[src/rtl/fbsc_out.sv]
`timescale 1ns / 1ps
// ============================================================================
// fbsc_out
// two-entry output buffer that holds results and registers the ready path
// ============================================================================
module fbsc_out
(
    input  logic    clk,
    input  logic    rst_n,
    input  logic    in_valid,
    output logic    in_ready,
    input  logic    in_visible,
    output logic    m_valid,
    input  logic    m_ready,
    output logic    m_visible
);

    logic main_valid_reg;
    logic main_vis_reg;
    logic skid_valid_reg;
    logic skid_vis_reg;
    logic take;

    assign in_ready = !skid_valid_reg;
    assign take     = in_valid && !skid_valid_reg;

    always_ff @(posedge clk or negedge rst_n)
    begin
        if (!rst_n)
        begin
            main_valid_reg <= 1'b0;
            skid_valid_reg <= 1'b0;
        end
        else if (skid_valid_reg)
        begin
            if (m_ready)
            begin
                skid_valid_reg <= 1'b0;
            end
        end
        else if (take)
        begin
            if (main_valid_reg && !m_ready)
            begin
                skid_valid_reg <= 1'b1;
            end
            main_valid_reg <= 1'b1;
        end
        else if (m_ready)
        begin
            main_valid_reg <= 1'b0;
        end
    end

    always_ff @(posedge clk)
    begin
        if (skid_valid_reg)
        begin
            if (m_ready)
            begin
                main_vis_reg <= skid_vis_reg;
            end
        end
        else if (take)
        begin
            if (main_valid_reg && !m_ready)
            begin
                skid_vis_reg <= in_visible;
            end
            else
            begin
                main_vis_reg <= in_visible;
            end
        end
    end

    assign m_valid   = main_valid_reg;
    assign m_visible = main_vis_reg;

`ifndef ASSERT_OFF
    // the spare entry is only used behind a full main entry
    a_skid_order: assert property (@(posedge clk) disable iff (!rst_n)
        skid_valid_reg |-> main_valid_reg)
        else $error("fbsc_out: spare entry filled with main empty");

    // a waiting spare result survives a stall
    a_skid_hold: assert property (@(posedge clk) disable iff (!rst_n)
        skid_valid_reg && !m_ready |=> skid_valid_reg && $stable(skid_vis_reg))
        else $error("fbsc_out: spare result lost under stall");

    // spare result moves forward when the main one is taken
    a_skid_move: assert property (@(posedge clk) disable iff (!rst_n)
        skid_valid_reg && m_ready |=> main_valid_reg && !skid_valid_reg)
        else $error("fbsc_out: spare result not promoted");
`endif

endmodule
[config.mk]
export PLATFORM = sky130hd
export DESIGN_NAME = fbsc_out
export DESIGN_NICKNAME = d
export VERILOG_FILES = /design/src/rtl/fbsc_out.sv
export SDC_FILE = /design/constraint.sdc
export NUM_CORES = 1
export LEC_CHECK = 0
export ABC_AREA = 1
export BUFFER_PORTS_ARGS = -buffer_cell sky130_fd_sc_hd__buf_2
export CORE_AREA = 2 2 39 41
export CTS_BUF_LIST = sky130_fd_sc_hd__clkbuf_4
export CTS_CLUSTER_DIAMETER = 200
export DETAILED_ROUTE_END_ITERATION = 7
export DIE_AREA = 0 0 41 43
export SLEW_MARGIN = 15
export SYNTH_ARGS = -nofsm -noshare
export SYNTH_HDL_FRONTEND = slang
export SYNTH_SLANG_ARGS = --single-unit
[constraint.sdc]
create_clock -name clk -period 1.28 [get_ports clk]
set_input_delay 0.256 -clock clk [delete_from_list [all_inputs] [get_ports clk]]
set_output_delay 0.256 -clock clk [all_outputs]
set_load 0.02 [all_outputs]
==> impl_results.md <==
- Status: finished, final reports clean
- CP Max Fanout: 6
- Die height: approximately 43 um
- Worst hold path type: in2reg
- Sequential share of power: 0.386
- Leak pwr: between 0.15 and 0.2 nW
- Worst setup SP type: flop
- Clock share of power: 0.424
- WL met1: 127 um
- Seq/Total Area, Yosys: 0.591
- Iteration-0 DRC Markers: 3
- Final Hold Fails: 0
- Uppermost layer routed: met3
- Synth area leader: edfxtp_1
- Final setup violation count: 0
- RSZ-0062 raised after global routing: no
- Antenna violations before repair: 0
- Syn_area_per_cell: 7.77 um2
- Metal3 WL: approximately 29 um
- Vias per cell: between 3 and 4
- Final period util: 0.904
- Placed cell count: 47
- Fin nets: 42
- GP Congestion: roughly 0.69
- Combinational share of power: 0.190
- Yosys cell types: 7
- Synth-to-Final Area Change: 51.0%
- Filler-free cell count of the finished design: 52
- #FFs+latches synth: 4
- Largest net degree at the start of global routing: 7
- Clk sinks: 4
- Vias in the first global route: about 170
- Starting density of the core: 0.135
- WL final: approximately 340 um
- DPL Wire Length: 288 um
- Max VDD drop: around 0.19 mV
- Total CTS buffers: 3
- Top post-synthesis cells by area: edfxtp_1 32%, dfrtp_1 27%, nand2_1 24%
- Worst-skew pair later-pin latency: around 0.23 ns
- Die area: 1760 um2
- Int Pwr: 0.326 mW
- Global Route Usage Sum: 0.0512
- Total grt overflow: 0
- P per Cell Area: approximately 1600 nW/um2
- Cell Area, Synth: between 150 and 200 um2
- CTS H-tree depth: 1
- FP Rows: 14
- Routed WL per cell: roughly 6.5 um
- Crit path DAT: roughly 0.90 ns
- Final instance area: between 200 and 300 um2
- Antenna diode count: 0
- I/O Pins: 8
- PortBufs: 7
- Yosys top cell area share: 0.322
- CTS max path bufs: 2
- Register-to-Register Setup Slack: between 0.2 and 0.3 ns
- Reg clk slew, reported paths: 0.04 ns
- Root Buffer: clkbuf_4
- Die width: ~41 um
- DR DRC count: 0
- Max Slew Vio Count: 0
- Fin Setup TNS: 0 ns
- Fmax: 864 MHz
- Syn. warnings: 0
- Max-Cap Viols: 0
- Vias: 172
- Layout cells sized above 1: 0.333
- Initial DRT Pass Iterations: 2
- Post-DP Area: ~240 um2
- Least-Margin Pin Slew: between 0.15 and 0.2 ns
- Core Area: between 1000 and 1500 um2
- Crit path kind: reg2out
- Cells after synthesis: 24
- Syn_nets: 29
- Antenna-violating nets left: 0
- Tmin final: 1.16 ns
- Crit end category: primary output
- Setup Skew: 0.00872 ns
- CTS tree: done
- Net Sw Frac: 0.265
- First-pass GRT wire length: 545 um
- Worst Path Required: 1.02 ns
- Max transition margin: 0.867
- Switch Pwr: 0.118 mW
- Met2 wire len: 183 um
==> timing repair <==
item | CTS | global route
setup endpoints to repair | 0 | 0
endpoints found under the hold margin | 2 | 0
resized for setup | 0 | 0
setup buffers | 0 | 0
hold buffers | 1 | 0
==> synth_stat cells <==
library cell   n
inv_1          4
inv_2          1
dfrtp_1        2
nand3_1        1
nor2_1         2
nand2_1       12
edfxtp_1       2
==> placed cells by master, fill, tap and decap left out <==
cell,n
buf_2,7
clkbuf_4,4
dfrtp_1,2
dlygate4sd3_1,1
edfxtp_1,2
inv_1,4
inv_2,1
nand2_1,12
nand3_1,1
nor2_1,2
==> layer usage <==
metal,vias to the layer above,global-route usage
met3,0,0.0157
met5,-,0
met4,0,0.0800
met1,74,0.0450
met2,4,0.0688
li1,94,-
==> worst paths after layout <==
path	end	from	cells after the start
min in group asynchronous	skid_valid_reg	rst_n	2
worst max register to register	skid_vis_reg	skid_valid_reg	3
worst max-delay path	in_ready	skid_valid_reg	2
worst min-delay path	skid_vis_reg	in_visible	1
worst min register to register	m_visible	skid_vis_reg	2
max in group asynchronous	m_valid	rst_n	2
==> cells by family after synthesis <==
logic type             after synthesis  synth area share
and+or+nand+nor                     15             0.309
buffers and inverters                5             0.101
DFF                                  4             0.591
==> through the flow <==
stage | util | worst slack (ns) | hold WS (ns) | power (mW)
6_report | 0.203 | 0.122 | 0.212 | 0.444
4_1_cts | 0.203 | 0.104 | 0.203 | 0.454
2_1_floorplan | - | 0.286 | -0.0396 | 0.226
3_3_place_gp | 0.175 | 0.278 | 0.0423 | 0.258
3_5_place_dp | 0.175 | 0.254 | 0.0435 | 0.257
5_1_grt | 0.203 | 0.0698 | 0.200 | 0.479
==> power by group through the flow <==
stage               clock network, mW  registers, mW  logic, mW
floorplan                           0          0.186     0.0406
global placement                    0          0.174     0.0832
detailed placement                  0          0.174     0.0837
CTS                             0.196          0.172     0.0865
global route                    0.207          0.175     0.0970
finish                          0.188          0.171     0.0844
==> critical path: stages (launching register included) <==
cell	delay (ns)
dfrtp_1	0.43
inv_2	0.09
buf_2	0.16
==> cell type report <==
cell class	count	area, um2
clock buffer	4	30.0
fill	164	1100
inverter	5	18.8
multi-input combinational	15	57.6
sequential	4	110
tap	16	20.0
timing repair buffer	8	45.0
Note: power is estimated with default switching activity, not from simulation.
