`src/rtl/fbsc_pkg.sv`:
```
`timescale 1ns / 1ps
// ============================================================================
// fbsc_pkg
// shared types and widths of the frustum box and sphere cull unit
// ============================================================================
package fbsc_pkg;

    localparam int CFG_IDX_W   = 3;   // register index, six plane registers
    localparam int PLANE_W     = 64;  // packed plane a, b, c, d
    localparam int COORD_W     = 16;  // signed Q8.8 center coordinate
    localparam int EXT_W       = 15;  // unsigned Q7.8 half extent or radius
    localparam int COEF_W      = 16;  // signed plane coefficient
    localparam int PROD_W      = 32;  // signed coefficient times coordinate
    localparam int MAG_PROD_W  = 31;  // coefficient magnitude times extent
    localparam int ACC_W       = 35;  // distance sum with headroom, Q.22
    localparam int FRAC_SHIFT  = 14;  // aligns Q8.8 to Q.22
    localparam int S_TDATA_W   = 112; // seven payload fields padded to bytes
    localparam int M_TDATA_W   = 8;   // visible flag padded to a byte

    // test selector carried in tuser
    typedef enum logic {
        ACT_BOX    = 1'b0,
        ACT_SPHERE = 1'b1
    } action_t;

    // one query as it travels down the chain of plane cells
    typedef struct packed {
        action_t                    action;
        logic signed [COORD_W-1:0]  center_x;
        logic signed [COORD_W-1:0]  center_y;
        logic signed [COORD_W-1:0]  center_z;
        logic [EXT_W-1:0]           half_x;
        logic [EXT_W-1:0]           half_y;
        logic [EXT_W-1:0]           half_z;
        logic [EXT_W-1:0]           sphere_radius;
        logic                       visible;
    } item_t;

endpackage

```
`src/rtl/fbsc_cell.sv`:
```
`timescale 1ns / 1ps
// ============================================================================
// fbsc_cell
// one plane of the frustum: holds its plane register and tests each query
// ============================================================================
module fbsc_cell
(
    input  logic                           clk,
    input  logic                           rst_n,
    input  logic                           cfg_we,
    input  logic [fbsc_pkg::PLANE_W-1:0]   cfg_wdata,
    input  logic                           up_valid,
    output logic                           up_ready,
    input  fbsc_pkg::item_t                up_item,
    output logic                           dn_valid,
    input  logic                           dn_ready,
    output fbsc_pkg::item_t                dn_item
);
    import fbsc_pkg::*;

    logic [PLANE_W-1:0] plane_reg;
    logic signed [COEF_W-1:0] coef_a;
    logic signed [COEF_W-1:0] coef_b;
    logic signed [COEF_W-1:0] coef_c;
    logic signed [COEF_W-1:0] coef_d;
    logic [COEF_W-1:0] mag_a;
    logic [COEF_W-1:0] mag_b;
    logic [COEF_W-1:0] mag_c;

    // stage a: products
    logic valid_a_reg;
    item_t item_a_reg;
    logic signed [PROD_W-1:0] pa_reg, pb_reg, pc_reg;
    logic signed [PROD_W-1:0] pa_next, pb_next, pc_next;
    logic [MAG_PROD_W-1:0] qa_reg, qb_reg, qc_reg;
    logic [MAG_PROD_W-1:0] qa_next, qb_next, qc_next;
    logic signed [COEF_W-1:0] d_reg;

    // stage b: sum and decision
    logic valid_b_reg;
    item_t item_b_reg;
    item_t item_b_next;
    logic ready_a;
    logic ready_b;
    logic signed [ACC_W-1:0] center_dist;
    logic signed [ACC_W-1:0] reach;
    logic signed [ACC_W-1:0] total;
    logic pass;

    assign coef_a = plane_reg[15:0];
    assign coef_b = plane_reg[31:16];
    assign coef_c = plane_reg[47:32];
    assign coef_d = plane_reg[63:48];

    assign mag_a = coef_a[COEF_W-1] ? COEF_W'(-coef_a) : coef_a;
    assign mag_b = coef_b[COEF_W-1] ? COEF_W'(-coef_b) : coef_b;
    assign mag_c = coef_c[COEF_W-1] ? COEF_W'(-coef_c) : coef_c;

    // farthest box corner along the normal adds |n_i| * half_i per axis
    assign pa_next = coef_a * up_item.center_x;
    assign pb_next = coef_b * up_item.center_y;
    assign pc_next = coef_c * up_item.center_z;
    assign qa_next = MAG_PROD_W'(mag_a) * MAG_PROD_W'(up_item.half_x);
    assign qb_next = MAG_PROD_W'(mag_b) * MAG_PROD_W'(up_item.half_y);
    assign qc_next = MAG_PROD_W'(mag_c) * MAG_PROD_W'(up_item.half_z);

    assign ready_b  = !valid_b_reg || dn_ready;
    assign ready_a  = !valid_a_reg || ready_b;
    assign up_ready = ready_a;

    always_comb
    begin
        center_dist = ACC_W'(pa_reg) + ACC_W'(pb_reg) + ACC_W'(pc_reg)
                    + $signed({{(ACC_W-COEF_W-FRAC_SHIFT){d_reg[COEF_W-1]}},
                               d_reg, {FRAC_SHIFT{1'b0}}});
        if (item_a_reg.action == ACT_SPHERE)
        begin
            reach = $signed({{(ACC_W-EXT_W-FRAC_SHIFT){1'b0}},
                             item_a_reg.sphere_radius, {FRAC_SHIFT{1'b0}}});
        end
        else
        begin
            reach = $signed({{(ACC_W-MAG_PROD_W){1'b0}}, qa_reg})
                  + $signed({{(ACC_W-MAG_PROD_W){1'b0}}, qb_reg})
                  + $signed({{(ACC_W-MAG_PROD_W){1'b0}}, qc_reg});
        end
        total = center_dist + reach;
        // sphere kept when distance >= -radius, box kept when a corner is > 0
        if (item_a_reg.action == ACT_SPHERE)
        begin
            pass = !total[ACC_W-1];
        end
        else
        begin
            pass = !total[ACC_W-1] && (total != '0);
        end
        item_b_next         = item_a_reg;
        item_b_next.visible = item_a_reg.visible && pass;
    end

    always_ff @(posedge clk or negedge rst_n)
    begin
        if (!rst_n)
        begin
            plane_reg   <= '0;
            valid_a_reg <= 1'b0;
            valid_b_reg <= 1'b0;
        end
        else
        begin
            if (cfg_we)
            begin
                plane_reg <= cfg_wdata;
            end
            if (ready_a)
            begin
                valid_a_reg <= up_valid;
            end
            if (ready_b)
            begin
                valid_b_reg <= valid_a_reg;
            end
        end
    end

    always_ff @(posedge clk)
    begin
        if (ready_a && up_valid)
        begin
            item_a_reg <= up_item;
            pa_reg     <= pa_next;
            pb_reg     <= pb_next;
            pc_reg     <= pc_next;
            qa_reg     <= qa_next;
            qb_reg     <= qb_next;
            qc_reg     <= qc_next;
            d_reg      <= coef_d;
        end
        if (ready_b && valid_a_reg)
        begin
            item_b_reg <= item_b_next;
        end
    end

    assign dn_valid = valid_b_reg;
    assign dn_item  = item_b_reg;

`ifndef ASSERT_OFF
    // a query already culled upstream never becomes visible here
    a_vis_monotone: assert property (@(posedge clk) disable iff (!rst_n)
        valid_a_reg && ready_b && !item_a_reg.visible |=> !item_b_reg.visible)
        else $error("fbsc_cell: culled query turned visible");

    // a stalled product stage keeps its query
    a_stage_hold: assert property (@(posedge clk) disable iff (!rst_n)
        valid_a_reg && !ready_b |=> valid_a_reg && $stable(item_a_reg))
        else $error("fbsc_cell: stage a lost a stalled query");

    // backpressure upstream only when both stages are occupied
    a_ready_full: assert property (@(posedge clk) disable iff (!rst_n)
        !up_ready |-> valid_a_reg && valid_b_reg)
        else $error("fbsc_cell: ready low with a free stage");
`endif

endmodule

```
`config.mk`:
```
export PLATFORM = sky130hd
export DESIGN_NAME = fbsc_cell
export DESIGN_NICKNAME = d
export VERILOG_FILES = /design/src/rtl/fbsc_pkg.sv /design/src/rtl/fbsc_cell.sv
export SDC_FILE = /design/constraint.sdc
export NUM_CORES = 2
export LEC_CHECK = 0
export BUFFER_PORTS_ARGS = -buffer_cell sky130_fd_sc_hd__buf_4
export CAP_MARGIN = 15
export CORE_ASPECT_RATIO = 0.5
export CORE_MARGIN = 5
export CORE_UTILIZATION = 65
export DETAILED_ROUTE_END_ITERATION = 10
export GPL_TIMING_DRIVEN = 0
export HOLD_SLACK_MARGIN = 0.1
export MAX_ROUTING_LAYER = met4
export PLACE_DENSITY = 0.83
export SLEW_MARGIN = 20
export SYNTH_ARGS = -nofsm -noshare
export SYNTH_HDL_FRONTEND = slang
export SYNTH_SLANG_ARGS = --single-unit
```
`constraint.sdc`:
```
create_clock -name clk -period 11.1 [get_ports clk]
set_clock_uncertainty 0.15 [all_clocks]
set_input_delay 1.665 -clock clk [delete_from_list [all_inputs] [get_ports clk]]
set_output_delay 1.665 -clock clk [all_outputs]
set_load 0.01 [all_outputs]
```
==> metrics.md <==
| Metric | Value |
|---|---|
| Total GRT Usage | 34.11% |
| CP delay by family, top | adder cells |
| Postcts setup bufs | 0 |
| Unrepaired setup endpoints after global routing | no |
| First DRT Iteration DRCs | 4534 |
| Htree depth | 2 |
| Maximum clock rate | 108.8 MHz |
| CP Class | flop to flop |
| CORE AREA | 113000 sq um |
| Area after DPL | 78490 sq um |
| Most common cell after layout, fill and taps aside | fa_1 |
| Type of origin of the critical path | flop |
| Port Buffers | 289 |
| Max_slew headroom | 15.49% |
| Clk sinks | 491 |
| RR Startpoint | plane_reg[17] |
| Least-Margin Pin Slew | 1.259 ns |
| Largest net degree at the start of global routing | 67 |
| Row Count | 87 |
| Total vias in the final route | 52750 |
| Period Utilization, post-route | 82.77% |
| Cts repair resizes | 0 |
| Syn avg cell area | 10.31 sq um |
| Number of remaining DRC errors | 0 |
| FF-to-FF setup slack | 1.91 ns |
| Hold Vio Cnt, Final | 0 |
| Worst Path Buf+Inv | 5 |
| Synth warn | 0 |
| Die height | 248.8 um |
| Reg2reg end | qb_reg[29] |
| #FFs+latches synth | 491 |
| Register area share after synthesis | 19.44% |
| Syn nets | 9419 |
| Final ANT Viol Nets | 0 |
| Distinct cells, synth | 83 |
| CTS root buffer | clkbuf_16 |
| Top FF cell, synth | edfxtp_1 |
| Nets@finish | 9771 |
| Max stage delay on crit path | 0.56 ns |
| Final-report setup violation count | 0 |
| CTS Buf Count | 51 |
| Async set-reset flop share out of synthesis | 13.44% |
| GRT overflow | 0 |
| First-pass iteration count of the detailed router | 6 |
| Cell mode on critical path | fa_1 |
| WHS Endpoint | dn_item[84] |
| Hold Crit Depth | 0 |
| Most frequent cells in the layout | fa_1 (1442), inv_1 (1410), nand2_1 (980) |
| Max-cap violations | 0 |
| Worst Path Arrival | 9.46 ns |
| Post-synth EDFFs | 425 |
| Mapped cell area | 74130 sq um |
| DR WL/cell | 21.37 um |
| Worst skew pair latency | 0.68 ns |
| CTS Hold Bufs | 0 |
| Clock Tree Buf Depth | 3 |
| Initial Util | 65.61% |
| Element type at the critical path end | flop |
| Reg2reg path depth | 29 |
| Fraction of layout cells with a size suffix above 1 | 6.515% |
| Gpl congestion | 1.015 |
| CTS tree | yes |
| Vias in the first global route | 56320 |
| HP Start | item_a_reg[84] |
| Slew Viols, Final | 0 |
| Clock slew at reported path FFs | 0.07 ns |
| Slowest stage cell, crit path | fa_1 |
| Final HPWL DP | 162100 um |
| Cells after Synth | 7187 |
| Die area | 121300 sq um |
| WL final | 194800 um |
| Initial antenna violation count | 14 |
| Layout area overhead | 8.346% |
| Status | finished clean |
| Cell area after layout | 80320 sq um |
| Crit Path Max Fanout | 10 |
| First-pass GRT wire length | 309900 um |
| WP data required | 11.37 ns |
| Die Wd | 487.6 um |
| Final period demand of the worst path | 9.187 ns |
| I/O pin cnt | 291 |
| Worst min path class | flop to flop |
| Crit path depth | 29 |
| Vias per cell | 5.789 |
==> layout make-up <==
type / instances / area [sq um]
Clock buffer: 61 / 1365
Tap cell: 1513 / 1893
Timing Repair Buffer: 299 / 2401
Multi-Input combinational cell: 5021 / 53520
Clock inverter: 35 / 391.6
Buffer: 265 / 999.7
Sequential cell: 491 / 14410
Fill cell: 8141 / 32670
Antenna cell: 17 / 42.54
Inverter: 1410 / 5293
==> synthesized netlist by cell type, drive strengths merged, types with 6 or more instances <==
| master | n | area share [%] |
|---|---|---|
| o21bai | 28 | 0.28 |
| nand2 | 980 | 5.0 |
| a211oi | 27 | 0.28 |
| a31o | 7 | 0.083 |
| nand4 | 18 | 0.15 |
| a31oi | 16 | 0.14 |
| a21o | 89 | 0.90 |
| or3 | 21 | 0.18 |
| o31ai | 27 | 0.28 |
| nor3b | 6 | 0.061 |
| nor3 | 42 | 0.29 |
| nand2b | 71 | 0.60 |
| a211o | 7 | 0.083 |
| and3 | 26 | 0.22 |
| ha | 611 | 10 |
| edfxtp | 425 | 17 |
| a21boi | 9 | 0.091 |
| a2111oi | 9 | 0.13 |
| o211a | 7 | 0.095 |
| nor2b | 28 | 0.24 |
| a21oi | 183 | 1.2 |
| dfrtp | 66 | 2.2 |
| or2 | 11 | 0.096 |
| and2 | 597 | 5.0 |
| xor2 | 52 | 0.61 |
| xnor2 | 197 | 2.3 |
| nand3 | 42 | 0.28 |
| o31a | 6 | 0.071 |
| mux2 | 59 | 0.90 |
| and4 | 9 | 0.11 |
| nor2 | 124 | 0.63 |
| o311ai | 9 | 0.11 |
| o211ai | 8 | 0.088 |
| fa | 1442 | 39 |
| a311oi | 7 | 0.091 |
| inv | 1410 | 7.1 |
| nor4 | 16 | 0.14 |
| clkbuf | 260 | 1.3 |
| o41ai | 7 | 0.093 |
| o21ai | 131 | 0.88 |
| or4 | 9 | 0.091 |
| o2111ai | 9 | 0.11 |
| o21a | 26 | 0.26 |
==> layer usage <==
layer  vias to the layer above  global-route usage (%)  part of all wire (%)
li1                      23060                       -                     -
met1                     26750                   44.92                    39
met2                      2474                   50.17                    44
met3                       462                   10.88                    12
met4                         0                   12.36                   4.3
met5                         -                       -                     0
==> metrics by stage <==
| stage | instances | util (%) | hold slack [ns] | setup slack [ns] | setup TNS, ns |
|---|---|---|---|---|---|
| final | 9112 | 71.09 | 0.2665 | 1.913 | 0 |
| after global routing | 9107 | 71.07 | 0.2733 | 1.538 | 0 |
| after CTS | 9095 | 71.02 | 0.2699 | 2.092 | 0 |
| after detailed placement | 8999 | 69.46 | 0.2545 | 1.994 | 0 |
| after global placement | 8989 | 69.20 | 0.2502 | -2.594 | -790.72 |
| after floorplan | 7187 | - | 0.2503 | 1.201 | 0 |
==> cells by family (layout without fill, tap and decap cells) <==
family / Yosys count / after routing / synth area share [%]
AND/OR/NAND/NOR: 2009 / 2009 / 13.19
adder cells (fa/ha/maj): 2053 / 2053 / 49.25
multiplexers: 63 / 63 / 0.9502
XOR/XNOR: 249 / 249 / 2.942
flip-flops: 491 / 491 / 19.44
AO/OA/AOI/OAI: 647 / 647 / 5.739
other: 0 / 17 / 0
buffers and inverters: 1675 / 2070 / 8.488
==> worst register-to-register path, delay by kind of cell, from the launching register on <==
family | cells | cell delay, ns
fa+ha+maj | 8 | 3.70
compound gates | 9 | 2.30
buf+inv | 5 | 0.88
simple gates | 5 | 0.88
xor+xnor | 2 | 0.56
flops | 1 | 0.53
==> worst max path at each step <==
stage | start | end | slack (ns)
CTS | plane_reg[17] | qb_reg[29] | 2.09
floorplan | dn_ready | d_reg[0] | 1.20
global placement | dn_ready | item_a_reg[44] | -2.59
global route | plane_reg[17] | qb_reg[30] | 1.54
finish | plane_reg[17] | qb_reg[29] | 1.91
detailed placement | up_item[62] | pc_reg[31] | 1.99
Power is left out: the tool's default activity adds up to more than one toggle a clock period on the data nets, which glitch-free logic cannot reach.
